### config.mk
export PLATFORM = sky130hd
export DESIGN_NAME = pressure_attitude_pd_controller_unit
export DESIGN_NICKNAME = d
export VERILOG_FILES = /design/src/hdl/papdc_pkg.sv /design/src/hdl/pressure_attitude_pd_controller_unit.sv
export SDC_FILE = /design/constraint.sdc
export NUM_CORES = 2
export LEC_CHECK = 0
export ABC_AREA = 1
export BUFFER_PORTS_ARGS = -buffer_cell sky130_fd_sc_hd__buf_2
export CAP_MARGIN = 0
export CORE_MARGIN = 2
export CORE_UTILIZATION = 55
export DETAILED_ROUTE_END_ITERATION = 16
export PLACE_DENSITY = 0.78
export SETUP_SLACK_MARGIN = 0.02
export SLEW_MARGIN = 10
export SYNTH_ARGS = -nofsm -noshare
export SYNTH_HDL_FRONTEND = slang
export SYNTH_SLANG_ARGS = --single-unit
### constraint.sdc
create_clock -name aclk -period 8.8 [get_ports aclk]
set_clock_uncertainty 0.2 [all_clocks]
set_input_delay 1.32 -clock aclk [delete_from_list [all_inputs] [get_ports aclk]]
set_output_delay 1.32 -clock aclk [all_outputs]
set_load 0.02 [all_outputs]
### src/hdl/papdc_pkg.sv
// ----------------------------------------------------------------------------
// papdc_pkg
// Shared widths, register indexes and gesture codes of the pressure/attitude
// PD controller.
// ----------------------------------------------------------------------------
package papdc_pkg;

    // field widths
    localparam int PRESS_W = 27;
    localparam int BATT_W  = 19;
    localparam int SENS_W  = 32;
    localparam int CODE_W  = 4;
    localparam int GAIN_W  = 24;
    localparam int DRIVE_W = 48;
    localparam int CNT_W   = 5;

    localparam int S_TDATA_W = 184;
    localparam int M_TDATA_W = 192;

    localparam int CFG_IDX_W = 3;
    localparam int NUM_GAINS = 8;

    typedef logic [GAIN_W-1:0]          gain_t;
    typedef logic signed [DRIVE_W-1:0]  drive_t;

    // configuration register indexes
    localparam logic [CFG_IDX_W-1:0] CFG_PITCH_P  = 3'd0;
    localparam logic [CFG_IDX_W-1:0] CFG_PITCH_I  = 3'd1;
    localparam logic [CFG_IDX_W-1:0] CFG_PITCH_D  = 3'd2;
    localparam logic [CFG_IDX_W-1:0] CFG_ROLL_P   = 3'd3;
    localparam logic [CFG_IDX_W-1:0] CFG_ROLL_I   = 3'd4;
    localparam logic [CFG_IDX_W-1:0] CFG_ROLL_D   = 3'd5;
    localparam logic [CFG_IDX_W-1:0] CFG_THRUST_D = 3'd6;
    localparam logic [CFG_IDX_W-1:0] CFG_THRUST_I = 3'd7;

    // gesture codes
    localparam logic [CODE_W-1:0] GC_UP         = 4'd2;
    localparam logic [CODE_W-1:0] GC_DOWN       = 4'd3;
    localparam logic [CODE_W-1:0] GC_ROLL_LEFT  = 4'd4;
    localparam logic [CODE_W-1:0] GC_ROLL_RIGHT = 4'd5;
    localparam logic [CODE_W-1:0] GC_PITCH_UP   = 4'd6;
    localparam logic [CODE_W-1:0] GC_PITCH_DOWN = 4'd7;
    localparam logic [CODE_W-1:0] GC_YAW        = 4'd8;

    localparam gain_t RST_PITCH_P  = 24'd327680;
    localparam gain_t RST_PITCH_D  = 24'd655360;
    localparam gain_t RST_ROLL_P   = 24'd393216;
    localparam gain_t RST_ROLL_D   = 24'd655360;
    localparam gain_t RST_THRUST_D = 24'd6553600;

endpackage

### src/hdl/pressure_attitude_pd_controller_unit.sv
// Each accepted input word is run through three bit-serial shift-add multiplier
// lanes in four product phases back to back; no new word is accepted until the
// result word has been loaded into m_tdata.
// The window-average divide runs bit-serially beside them.
// Reset (aresetn low, synchronous) restores the gains, clears the error and
// pressure sums, sets the step counter to one and drops m_tvalid.
// ----------------------------------------------------------------------------
// pressure_attitude_pd_controller_unit
// Pitch/roll PID and pressure-based thrust controller, one sensor snapshot
// per word, fixed point with FRACTION_BITS fraction bits.
// ----------------------------------------------------------------------------
module pressure_attitude_pd_controller_unit #(
    parameter int WINDOW_LENGTH = 20,
    parameter int FRACTION_BITS = 16
) (
    input  logic                                aclk,
    input  logic                                aresetn,
    input  logic                                s_tvalid,
    output logic                                s_tready,
    // pressure_reading, battery_volts, pitch_accel, roll_accel, pitch_rate,
    // roll_rate, gesture_code, zero pad
    input  logic [papdc_pkg::S_TDATA_W-1:0]     s_tdata,
    output logic                                m_tvalid,
    input  logic                                m_tready,
    // pitch_drive, roll_drive, yaw_drive, thrust_drive
    output logic [papdc_pkg::M_TDATA_W-1:0]     m_tdata,
    input  logic                                cfg_valid,
    output logic                                cfg_ready,
    input  logic [papdc_pkg::CFG_IDX_W-1:0]     cfg_index,
    input  logic [papdc_pkg::GAIN_W-1:0]        cfg_data
);
    import papdc_pkg::*;

    localparam int LANES  = 3;
    localparam int LANE_P = 0;
    localparam int LANE_R = 1;
    localparam int LANE_T = 2;
    localparam int MAG_W  = 48;
    localparam int MB_W   = 32;
    localparam int ACC_W  = MAG_W + MB_W;
    localparam int OPA_W  = 49;
    localparam int TOT_W  = 50;
    localparam int ERR_W  = SENS_W + 1;
    localparam int CHG_W  = PRESS_W + 1;
    localparam int BIT_W  = 6;
    localparam int DIV_W  = 6;

    localparam logic [BIT_W-1:0] BIT_LAST = BIT_W'(MB_W);
    localparam logic [DIV_W-1:0] DIV_LAST = DIV_W'(MAG_W - 1);
    localparam logic [CNT_W-1:0] WIN      = CNT_W'(WINDOW_LENGTH);
    localparam logic [CNT_W-1:0] CNT_ONE  = CNT_W'(1);

    localparam longint ONE_L     = longint'(1) << FRACTION_BITS;
    localparam longint K_BASE_L  = ((longint'(408) << FRACTION_BITS) + 5) / 10;
    localparam longint K_SLOPE_L = ((longint'(13) << FRACTION_BITS) + 5) / 10;

    localparam logic signed [TOT_W-1:0] TRIM_PITCH = TOT_W'(-5 * ONE_L);
    localparam logic signed [TOT_W-1:0] TRIM_ROLL  = TOT_W'(6 * ONE_L);
    localparam logic signed [TOT_W-1:0] OFS_UP     = TOT_W'(4000 * ONE_L);
    localparam logic signed [TOT_W-1:0] OFS_DOWN   = TOT_W'(-8000 * ONE_L);
    localparam logic signed [TOT_W-1:0] OFS_ROLL   = TOT_W'(20 * ONE_L);
    localparam logic signed [TOT_W-1:0] OFS_PITCH  = TOT_W'(25 * ONE_L);
    localparam logic signed [TOT_W-1:0] K_BASE     = TOT_W'(K_BASE_L);
    localparam logic signed [OPA_W-1:0] FOUR       = OPA_W'(4 * ONE_L);
    localparam logic [MB_W-1:0]         K_SLOPE    = MB_W'(K_SLOPE_L);
    localparam drive_t                  YAW_VAL    = DRIVE_W'(200 * ONE_L);

    localparam logic [ACC_W-1:0] CAP   = ACC_W'(1) << (DRIVE_W - 1);
    localparam drive_t           MAX48 = {1'b0, {(DRIVE_W-1){1'b1}}};
    localparam drive_t           MIN48 = {1'b1, {(DRIVE_W-1){1'b0}}};

    localparam logic [1:0] ST_IDLE = 2'd0;
    localparam logic [1:0] ST_LOAD = 2'd1;
    localparam logic [1:0] ST_RUN  = 2'd2;
    localparam logic [1:0] ST_DONE = 2'd3;

    function automatic drive_t sat48(input logic signed [TOT_W-1:0] v);
        if (v > $signed(TOT_W'(MAX48)))
            return MAX48;
        else if (v < $signed({{(TOT_W-DRIVE_W){1'b1}}, MIN48}))
            return MIN48;
        else
            return v[DRIVE_W-1:0];
    endfunction

    // input fields
    logic [PRESS_W-1:0] f_press;
    logic [BATT_W-1:0]  f_batt;
    logic [SENS_W-1:0]  f_paccel, f_raccel, f_prate, f_rrate;
    logic [CODE_W-1:0]  f_code;

    assign f_press  = s_tdata[26:0];
    assign f_batt   = s_tdata[45:27];
    assign f_paccel = s_tdata[77:46];
    assign f_raccel = s_tdata[109:78];
    assign f_prate  = s_tdata[141:110];
    assign f_rrate  = s_tdata[173:142];
    assign f_code   = s_tdata[177:174];

    // control
    logic [1:0]        state_reg;
    logic [1:0]        phase_reg;
    logic [BIT_W-1:0]  bit_cnt_reg;
    logic [CNT_W-1:0]  cnt_reg;
    logic              div_busy_reg;
    logic [DIV_W-1:0]  div_cnt_reg;

    gain_t             gain_reg [NUM_GAINS];

    // state
    drive_t            psum_reg, rsum_reg, csum_reg;
    logic [PRESS_W-1:0] last_press_reg;

    // per-word payload
    logic signed [ERR_W-1:0] errp_reg, errr_reg, errpr_reg, errrr_reg;
    logic [PRESS_W-1:0]      press_reg;
    logic [BATT_W-1:0]       batt_reg;
    logic signed [CHG_W-1:0] change_reg;
    logic [CODE_W-1:0]       code_reg;

    // divider
    logic [MAG_W-1:0]  dqp_reg, dqr_reg;
    logic [CNT_W-1:0]  remp_reg, remr_reg;
    logic              negp_reg, negr_reg;

    // multiplier lanes
    logic [MAG_W-1:0]        mag_reg [LANES];
    logic                    neg_reg [LANES];
    logic [MB_W-1:0]         b_reg   [LANES];
    logic [ACC_W-1:0]        acc_reg [LANES];
    logic signed [TOT_W-1:0] tot_reg [LANES];

    logic in_acc, out_go;
    assign s_tready  = (state_reg == ST_IDLE);
    assign in_acc    = s_tvalid & s_tready;
    assign cfg_ready = 1'b1;
    assign out_go    = (state_reg == ST_DONE) && (!m_tvalid || m_tready);

    // accept-time state update
    logic signed [ERR_W-1:0] errp_in, errr_in;
    logic [CNT_W-1:0]        cnt_inc, cnt_next;
    logic                    win_hit;
    drive_t                  psum_next, rsum_next, csum_next;
    logic signed [CHG_W-1:0] change_in;
    logic signed [TOT_W-1:0] pinit, rinit, tinit;

    always_comb begin
        errp_in   = -$signed(ERR_W'($signed(f_paccel)));
        errr_in   = -$signed(ERR_W'($signed(f_raccel)));
        cnt_inc   = cnt_reg + CNT_ONE;
        win_hit   = (cnt_inc == WIN);
        cnt_next  = win_hit ? CNT_ONE : cnt_inc;
        psum_next = win_hit ? '0 : sat48(TOT_W'(psum_reg) + TOT_W'(errp_in));
        rsum_next = win_hit ? '0 : sat48(TOT_W'(rsum_reg) + TOT_W'(errr_in));
        change_in = $signed({1'b0, f_press}) - $signed({1'b0, last_press_reg});
        csum_next = sat48(TOT_W'(csum_reg) + TOT_W'(change_in));
        pinit = TRIM_PITCH;
        rinit = TRIM_ROLL;
        tinit = '0;
        case (f_code)
            GC_UP:         tinit = OFS_UP;
            GC_DOWN:       tinit = OFS_DOWN;
            GC_ROLL_LEFT:  rinit = TRIM_ROLL - OFS_ROLL;
            GC_ROLL_RIGHT: rinit = TRIM_ROLL + OFS_ROLL;
            GC_PITCH_UP:   pinit = TRIM_PITCH + OFS_PITCH;
            GC_PITCH_DOWN: pinit = TRIM_PITCH - OFS_PITCH;
            default:       ;
        endcase
    end

    // restoring divide step, one quotient bit per cycle
    logic [CNT_W-1:0] divisor;
    logic [CNT_W:0]   trialp, trialr;
    logic             qbitp, qbitr;
    logic [MAG_W-1:0] qp_next, qr_next;
    logic [CNT_W-1:0] remp_next, remr_next;

    always_comb begin
        divisor   = (cnt_reg == '0) ? CNT_ONE : cnt_reg;
        trialp    = {remp_reg, dqp_reg[MAG_W-1]};
        trialr    = {remr_reg, dqr_reg[MAG_W-1]};
        qbitp     = (trialp >= {1'b0, divisor});
        qbitr     = (trialr >= {1'b0, divisor});
        remp_next = qbitp ? CNT_W'(trialp - {1'b0, divisor}) : trialp[CNT_W-1:0];
        remr_next = qbitr ? CNT_W'(trialr - {1'b0, divisor}) : trialr[CNT_W-1:0];
        qp_next   = {dqp_reg[MAG_W-2:0], qbitp};
        qr_next   = {dqr_reg[MAG_W-2:0], qbitr};
    end

    // lane step, term finish and next operands
    logic [ACC_W-1:0]        acc_step [LANES];
    logic [ACC_W-1:0]        shifted  [LANES];
    logic [MAG_W-1:0]        capped   [LANES];
    drive_t                  term     [LANES];
    logic signed [OPA_W-1:0] opa      [LANES];
    logic [MB_W-1:0]         opb      [LANES];
    logic [1:0]              ld_ph;
    logic signed [TOT_W-1:0] kp_full;

    always_comb begin
        for (int l = 0; l < LANES; l++) begin
            acc_step[l] = {acc_reg[l][ACC_W-2:0], 1'b0}
                        + (b_reg[l][MB_W-1] ? ACC_W'(mag_reg[l]) : '0);
            shifted[l]  = acc_reg[l] >> FRACTION_BITS;
            capped[l]   = (shifted[l] > CAP) ? CAP[MAG_W-1:0] : shifted[l][MAG_W-1:0];
            if (neg_reg[l])
                term[l] = -$signed(capped[l]);
            else if (capped[l] > MAX48)
                term[l] = MAX48;
            else
                term[l] = $signed(capped[l]);
        end
        kp_full = K_BASE - TOT_W'(term[LANE_T]);
        ld_ph   = (state_reg == ST_LOAD) ? 2'd0 : phase_reg + 2'd1;
        case (ld_ph)
            2'd0: begin
                opa[LANE_P] = OPA_W'(errp_reg);
                opb[LANE_P] = MB_W'(gain_reg[CFG_PITCH_P]);
                opa[LANE_R] = OPA_W'(errr_reg);
                opb[LANE_R] = MB_W'(gain_reg[CFG_ROLL_P]);
                opa[LANE_T] = FOUR - $signed(OPA_W'(batt_reg));
                opb[LANE_T] = K_SLOPE;
            end
            2'd1: begin
                opa[LANE_P] = OPA_W'(errpr_reg);
                opb[LANE_P] = MB_W'(gain_reg[CFG_PITCH_D]);
                opa[LANE_R] = OPA_W'(errrr_reg);
                opb[LANE_R] = MB_W'(gain_reg[CFG_ROLL_D]);
                opa[LANE_T] = $signed(OPA_W'(press_reg));
                opb[LANE_T] = kp_full[MB_W-1:0];
            end
            2'd2: begin
                opa[LANE_P] = OPA_W'(psum_reg);
                opb[LANE_P] = MB_W'(gain_reg[CFG_PITCH_I]);
                opa[LANE_R] = OPA_W'(rsum_reg);
                opb[LANE_R] = MB_W'(gain_reg[CFG_ROLL_I]);
                opa[LANE_T] = OPA_W'(csum_reg);
                opb[LANE_T] = MB_W'(gain_reg[CFG_THRUST_I]);
            end
            default: begin
                opa[LANE_P] = '0;
                opb[LANE_P] = '0;
                opa[LANE_R] = '0;
                opb[LANE_R] = '0;
                opa[LANE_T] = OPA_W'(change_reg);
                opb[LANE_T] = MB_W'(gain_reg[CFG_THRUST_D]);
            end
        endcase
    end

    logic load_ops, phase_end;
    assign phase_end = (state_reg == ST_RUN) && (bit_cnt_reg == BIT_LAST);
    assign load_ops  = (state_reg == ST_LOAD) || (phase_end && phase_reg != 2'd3);

    // control registers
    always_ff @(posedge aclk) begin
        if (!aresetn) begin
            state_reg    <= ST_IDLE;
            phase_reg    <= '0;
            bit_cnt_reg  <= '0;
            div_busy_reg <= 1'b0;
            div_cnt_reg  <= '0;
            m_tvalid     <= 1'b0;
        end else begin
            if (out_go)
                m_tvalid <= 1'b1;
            else if (m_tready)
                m_tvalid <= 1'b0;
            case (state_reg)
                ST_IDLE: begin
                    if (in_acc)
                        state_reg <= ST_LOAD;
                end
                ST_LOAD: begin
                    state_reg    <= ST_RUN;
                    phase_reg    <= '0;
                    bit_cnt_reg  <= '0;
                    div_busy_reg <= 1'b1;
                    div_cnt_reg  <= '0;
                end
                ST_RUN: begin
                    if (bit_cnt_reg != BIT_LAST) begin
                        bit_cnt_reg <= bit_cnt_reg + BIT_W'(1);
                    end else if (phase_reg == 2'd3) begin
                        state_reg <= ST_DONE;
                    end else begin
                        phase_reg   <= phase_reg + 2'd1;
                        bit_cnt_reg <= '0;
                    end
                end
                ST_DONE: begin
                    if (out_go)
                        state_reg <= ST_IDLE;
                end
                default: state_reg <= ST_IDLE;
            endcase
            if (div_busy_reg) begin
                div_cnt_reg <= div_cnt_reg + DIV_W'(1);
                if (div_cnt_reg == DIV_LAST)
                    div_busy_reg <= 1'b0;
            end
        end
    end

    // gains, step counter and running sums
    always_ff @(posedge aclk) begin
        if (!aresetn) begin
            gain_reg[CFG_PITCH_P]  <= RST_PITCH_P;
            gain_reg[CFG_PITCH_I]  <= '0;
            gain_reg[CFG_PITCH_D]  <= RST_PITCH_D;
            gain_reg[CFG_ROLL_P]   <= RST_ROLL_P;
            gain_reg[CFG_ROLL_I]   <= '0;
            gain_reg[CFG_ROLL_D]   <= RST_ROLL_D;
            gain_reg[CFG_THRUST_D] <= RST_THRUST_D;
            gain_reg[CFG_THRUST_I] <= '0;
            cnt_reg        <= CNT_ONE;
            psum_reg       <= '0;
            rsum_reg       <= '0;
            csum_reg       <= '0;
            last_press_reg <= '0;
        end else begin
            if (cfg_valid && cfg_ready) begin
                case (cfg_index)
                    CFG_PITCH_P:  gain_reg[CFG_PITCH_P]  <= cfg_data;
                    CFG_PITCH_I:  gain_reg[CFG_PITCH_I]  <= cfg_data;
                    CFG_PITCH_D:  gain_reg[CFG_PITCH_D]  <= cfg_data;
                    CFG_ROLL_P:   gain_reg[CFG_ROLL_P]   <= cfg_data;
                    CFG_ROLL_I:   gain_reg[CFG_ROLL_I]   <= cfg_data;
                    CFG_ROLL_D:   gain_reg[CFG_ROLL_D]   <= cfg_data;
                    CFG_THRUST_D: gain_reg[CFG_THRUST_D] <= cfg_data;
                    CFG_THRUST_I: gain_reg[CFG_THRUST_I] <= cfg_data;
                    default:      ;
                endcase
            end
            if (in_acc) begin
                cnt_reg        <= cnt_next;
                psum_reg       <= psum_next;
                rsum_reg       <= rsum_next;
                csum_reg       <= csum_next;
                last_press_reg <= f_press;
            end else if (div_busy_reg && div_cnt_reg == DIV_LAST) begin
                // window average written back into the sums
                psum_reg <= negp_reg ? -$signed(qp_next) : $signed(qp_next);
                rsum_reg <= negr_reg ? -$signed(qr_next) : $signed(qr_next);
            end
        end
    end

    // datapath payload
    always_ff @(posedge aclk) begin
        if (in_acc) begin
            errp_reg   <= errp_in;
            errr_reg   <= errr_in;
            errpr_reg  <= -$signed(ERR_W'($signed(f_prate)));
            errrr_reg  <= -$signed(ERR_W'($signed(f_rrate)));
            press_reg  <= f_press;
            batt_reg   <= f_batt;
            change_reg <= change_in;
            code_reg   <= f_code;
            tot_reg[LANE_P] <= pinit;
            tot_reg[LANE_R] <= rinit;
            tot_reg[LANE_T] <= tinit;
        end
        if (state_reg == ST_LOAD) begin
            negp_reg <= psum_reg[DRIVE_W-1];
            negr_reg <= rsum_reg[DRIVE_W-1];
            dqp_reg  <= psum_reg[DRIVE_W-1] ? MAG_W'(-psum_reg) : MAG_W'(psum_reg);
            dqr_reg  <= rsum_reg[DRIVE_W-1] ? MAG_W'(-rsum_reg) : MAG_W'(rsum_reg);
            remp_reg <= '0;
            remr_reg <= '0;
        end else if (div_busy_reg) begin
            dqp_reg  <= qp_next;
            dqr_reg  <= qr_next;
            remp_reg <= remp_next;
            remr_reg <= remr_next;
        end
        for (int l = 0; l < LANES; l++) begin
            if (phase_end && !(l == LANE_T && phase_reg == 2'd0))
                tot_reg[l] <= tot_reg[l] + TOT_W'(term[l]);
            if (load_ops) begin
                neg_reg[l] <= opa[l][OPA_W-1];
                mag_reg[l] <= opa[l][OPA_W-1] ? MAG_W'(-opa[l]) : MAG_W'(opa[l]);
                b_reg[l]   <= opb[l];
                acc_reg[l] <= '0;
            end else if (state_reg == ST_RUN && bit_cnt_reg != BIT_LAST) begin
                acc_reg[l] <= acc_step[l];
                b_reg[l]   <= {b_reg[l][MB_W-2:0], 1'b0};
            end
        end
        if (out_go) begin
            m_tdata[47:0]    <= sat48(tot_reg[LANE_P]);
            m_tdata[95:48]   <= sat48(tot_reg[LANE_R]);
            m_tdata[143:96]  <= (code_reg == GC_YAW) ? YAW_VAL : '0;
            m_tdata[191:144] <= sat48(tot_reg[LANE_T]);
        end
    end

`ifndef ASSERT_OFF
    // the averaged sums must be written back before the integral phase
    a_div_before_int: assert property (@(posedge aclk) disable iff (!aresetn)
        (phase_end && phase_reg == 2'd1) |-> !div_busy_reg)
        else $error("integral phase started before window divide finished");

    a_cnt_range: assert property (@(posedge aclk) disable iff (!aresetn)
        (cnt_reg != '0) && (cnt_reg < WIN))
        else $error("step counter out of window");

    a_valid_from_done: assert property (@(posedge aclk) disable iff (!aresetn)
        $rose(m_tvalid) |-> $past(state_reg == ST_DONE))
        else $error("result word raised outside done state");

    a_no_accept_busy: assert property (@(posedge aclk) disable iff (!aresetn)
        (state_reg == ST_RUN) |-> !s_tready)
        else $error("input ready while datapath busy");
`endif

endmodule
==> flow_metrics.py <==
metrics = {
    "outcome": {
        "run_status": "completed",
    },
    "drt": {
        "first_pass_iters": 7,
        "drt_iter0_drc": 11782,
        "drc": 0,
        "wl_per_cell_microns": 18.5,
        "detail-route-antenna-nets": 0,
        "via_count": 99229,
        "totalWireLength_microns": 320000,
        "via_per_inst": 5.74,
    },
    "yosys": {
        "ys_seq_area_share_pct": 39.6,
        "async_reset_ff_share_pct": 0,
        "avgSynthCellArea_sq_um": 7.44,
        "yosys_register_bits": 1482,
        "synthFlopType": "edfxtp_1",
        "synth_top_family_by_area": "simple AND/OR/NAND/NOR gates",
        "synth_edf_count": 1277,
        "ys.warnings.count": 0,
        "synthesis.area_sq_mm": 0.107,
        "synth_compound_gate_area_share_pct": 17.0,
        "synth.area.mux_share_pct": 0.0490,
        "syn_inst": 14395,
        "ys_types": 97,
        "synthAdderAreaFrac_pct": 6.03,
        "yosys.area_share.simple_pct": 23.8,
        "synth_xor_area_share_pct": 4.48,
    },
    "setup_path": {
        "worstPathArrival_ps": 8030,
        "cp_max_fo": 24,
        "slowest_stage": "nor3_1",
        "path_class": "in2reg",
        "critPathMaxStageDelay_ps": 510,
        "cp.required_ps": 9310,
        "cp-end-kind": "flip-flop",
        "worstSetupStartpointType": "primary input",
    },
    "finish": {
        "layout_common_cells": "nand2_1 (3024), inv_1 (1967), nor2_1 (1670)",
        "largest_reg_flops": 240,
        "multi_input_area_sq_mm": 0.0553,
        "fillCellCount": 17833,
        "register_area_sq_mm": 0.0425,
        "syn2layout_area_growth_pct": 8.94,
        "fin_nets": 15322,
        "mostFrequentLayoutCell": "nand2_1",
        "drive_above_1_share_pct": 6.42,
    },
    "global_routing": {
        "overflow": 0,
        "grt.total_usage_pct": 31.3,
        "grt_pass1_vias": 89765,
        "grt_max_degree": 180,
        "grt_pass1_wl_microns": 497000,
        "antenna_found_initial": 23,
    },
    "timing": {
        "finalSetupViolations": 0,
        "drv_slew": 0,
        "tightest_slew_ps": 1280,
        "finalCriticalPeriod_ps": 7510,
        "slew_headroom_pct": 13.9,
        "rsz0062_at_grt": "false",
        "final_hold_viol_count": 0,
        "min_period_over_period_pct": 85.4,
        "fmax_mhz": 133,
        "tns_ps": 0,
    },
    "job": {
        "maxCapViolations": 0,
    },
    "clock_network": {
        "cts_buffer_depth": 3,
        "tritoncts": "built",
        "postCtsHoldBufs": 0,
        "cts_made_buffers": 165,
        "path_clk_slew_ps": 60,
        "ctsResizeCount": 0,
        "cts_max_level": 4,
        "cts_setup_buffers": 0,
        "clock_latency_ps": 870,
        "clock_sinks": 1482,
        "cts_root_buf": "clkbuf_16",
    },
    "pwr": {
        "p_leak_nw": 51.9,
        "powerDensity_mw_per_mm2": 343,
        "report.power.total_mw": 40.1,
        "vdd_drop_max_uv": 404,
    },
    "floorplanning": {
        "dieArea_sq_mm": 0.198,
        "io_pins": 411,
        "die_h_microns": 445,
        "fp.dieW_microns": 445,
        "rows": 162,
        "start_util_pct": 55.2,
        "core_sq_mm": 0.194,
    },
    "placed_design": {
        "dp_hpwl_microns": 241000,
        "port_buffers": 358,
        "place.gp.congestion": 0.987,
    },
    "min_path": {
        "hp-class": "reg2reg",
    },
}
-- path summary, 6_finish.rpt --
path              depth (start not counted)               from  slack (ps)                 to
hold reg to reg                           2  last_press_reg[5]         260  last_press_reg[5]
setup reg to reg                         32     acc_reg[1][36]        1750     tot_reg[0][93]
hold / removal                            2  last_press_reg[5]         260  last_press_reg[5]
setup / recovery                         36        s_tdata[46]        1290        psum_reg[1]
-- synthesized netlist by cell type (104+ instances only) --
cell type / count / share of area, %
ha_1: 497 / 5.8
xor2_1: 384 / 3.1
xnor2_1: 162 / 1.3
o21a_1: 120 / 0.84
o21ai_0: 1301 / 6.1
clkbuf_1: 290 / 1.0
edfxtp_1: 1277 / 36
nand4_1: 134 / 0.78
a21oi_1: 1298 / 6.1
nor3_1: 254 / 1.2
nand2_1: 3027 / 11
a31oi_1: 159 / 0.93
nor2_1: 1676 / 5.9
nand3_1: 660 / 3.1
nor4_1: 104 / 0.61
inv_1: 1972 / 6.9
dfxtp_1: 205 / 3.8
-- per-layer routing --
layer	wire (microns)	up-vias	global-route usage, %
li1	-	48806	-
met5	103	-	0
met1	145000	45541	47.0
met2	136000	4350	46.7
met4	8000	16	8.46
met3	31700	516	5.01
-- metrics by stage --
step	cells	hold slack [ps]	area, sq um	utilization [%]	worst slack, ps
detailed placement	16972	250	111000	57.2	728
global placement	16972	235	111000	57.2	915
floorplan	14439	221	107000	-	302
finish	17294	256	117000	60.1	1290
CTS	17278	261	117000	60.1	1540
global route	17286	273	117000	60.1	685
-- worst max-delay path: cells and delay by family --
| family | cells | cell delay, ps |
|---|---|---|
| buffers and inverters | 5 | 880 |
| AND/OR/NAND/NOR | 21 | 3890 |
| XOR/XNOR | 1 | 230 |
| AO/OA/AOI/OAI | 7 | 1130 |
| adder cells (fa/ha/maj) | 2 | 540 |
-- final cells by class --
class | count | area share, %
well taps | 2542 | 2.72
multi-input cells | 10492 | 47.4
repair buffers | 451 | 2.19
diodes | 16 | 0.0343
clock buffers | 216 | 3.79
flip-flops and latches | 1482 | 36.4
clock inverters | 90 | 1.02
inverters | 2005 | 6.49
-- kinds of logic after synthesis --
logic type | Yosys count
other | 2
and+or+nand+nor | 6089
muxes | 5
xor gates and xnor gates | 547
adders and majority gates | 509
DFF | 1482
AOI/OAI and AO/OA | 3296
buffers and inverters | 2465
-- report_power, final --
part	internal (mW)	total, mW	switching (mW)
registers	10.9	12.7	1.78
logic	6.12	20.2	14.1
clock network	4.07	7.17	3.10
(Power assumes the default switching activity.)
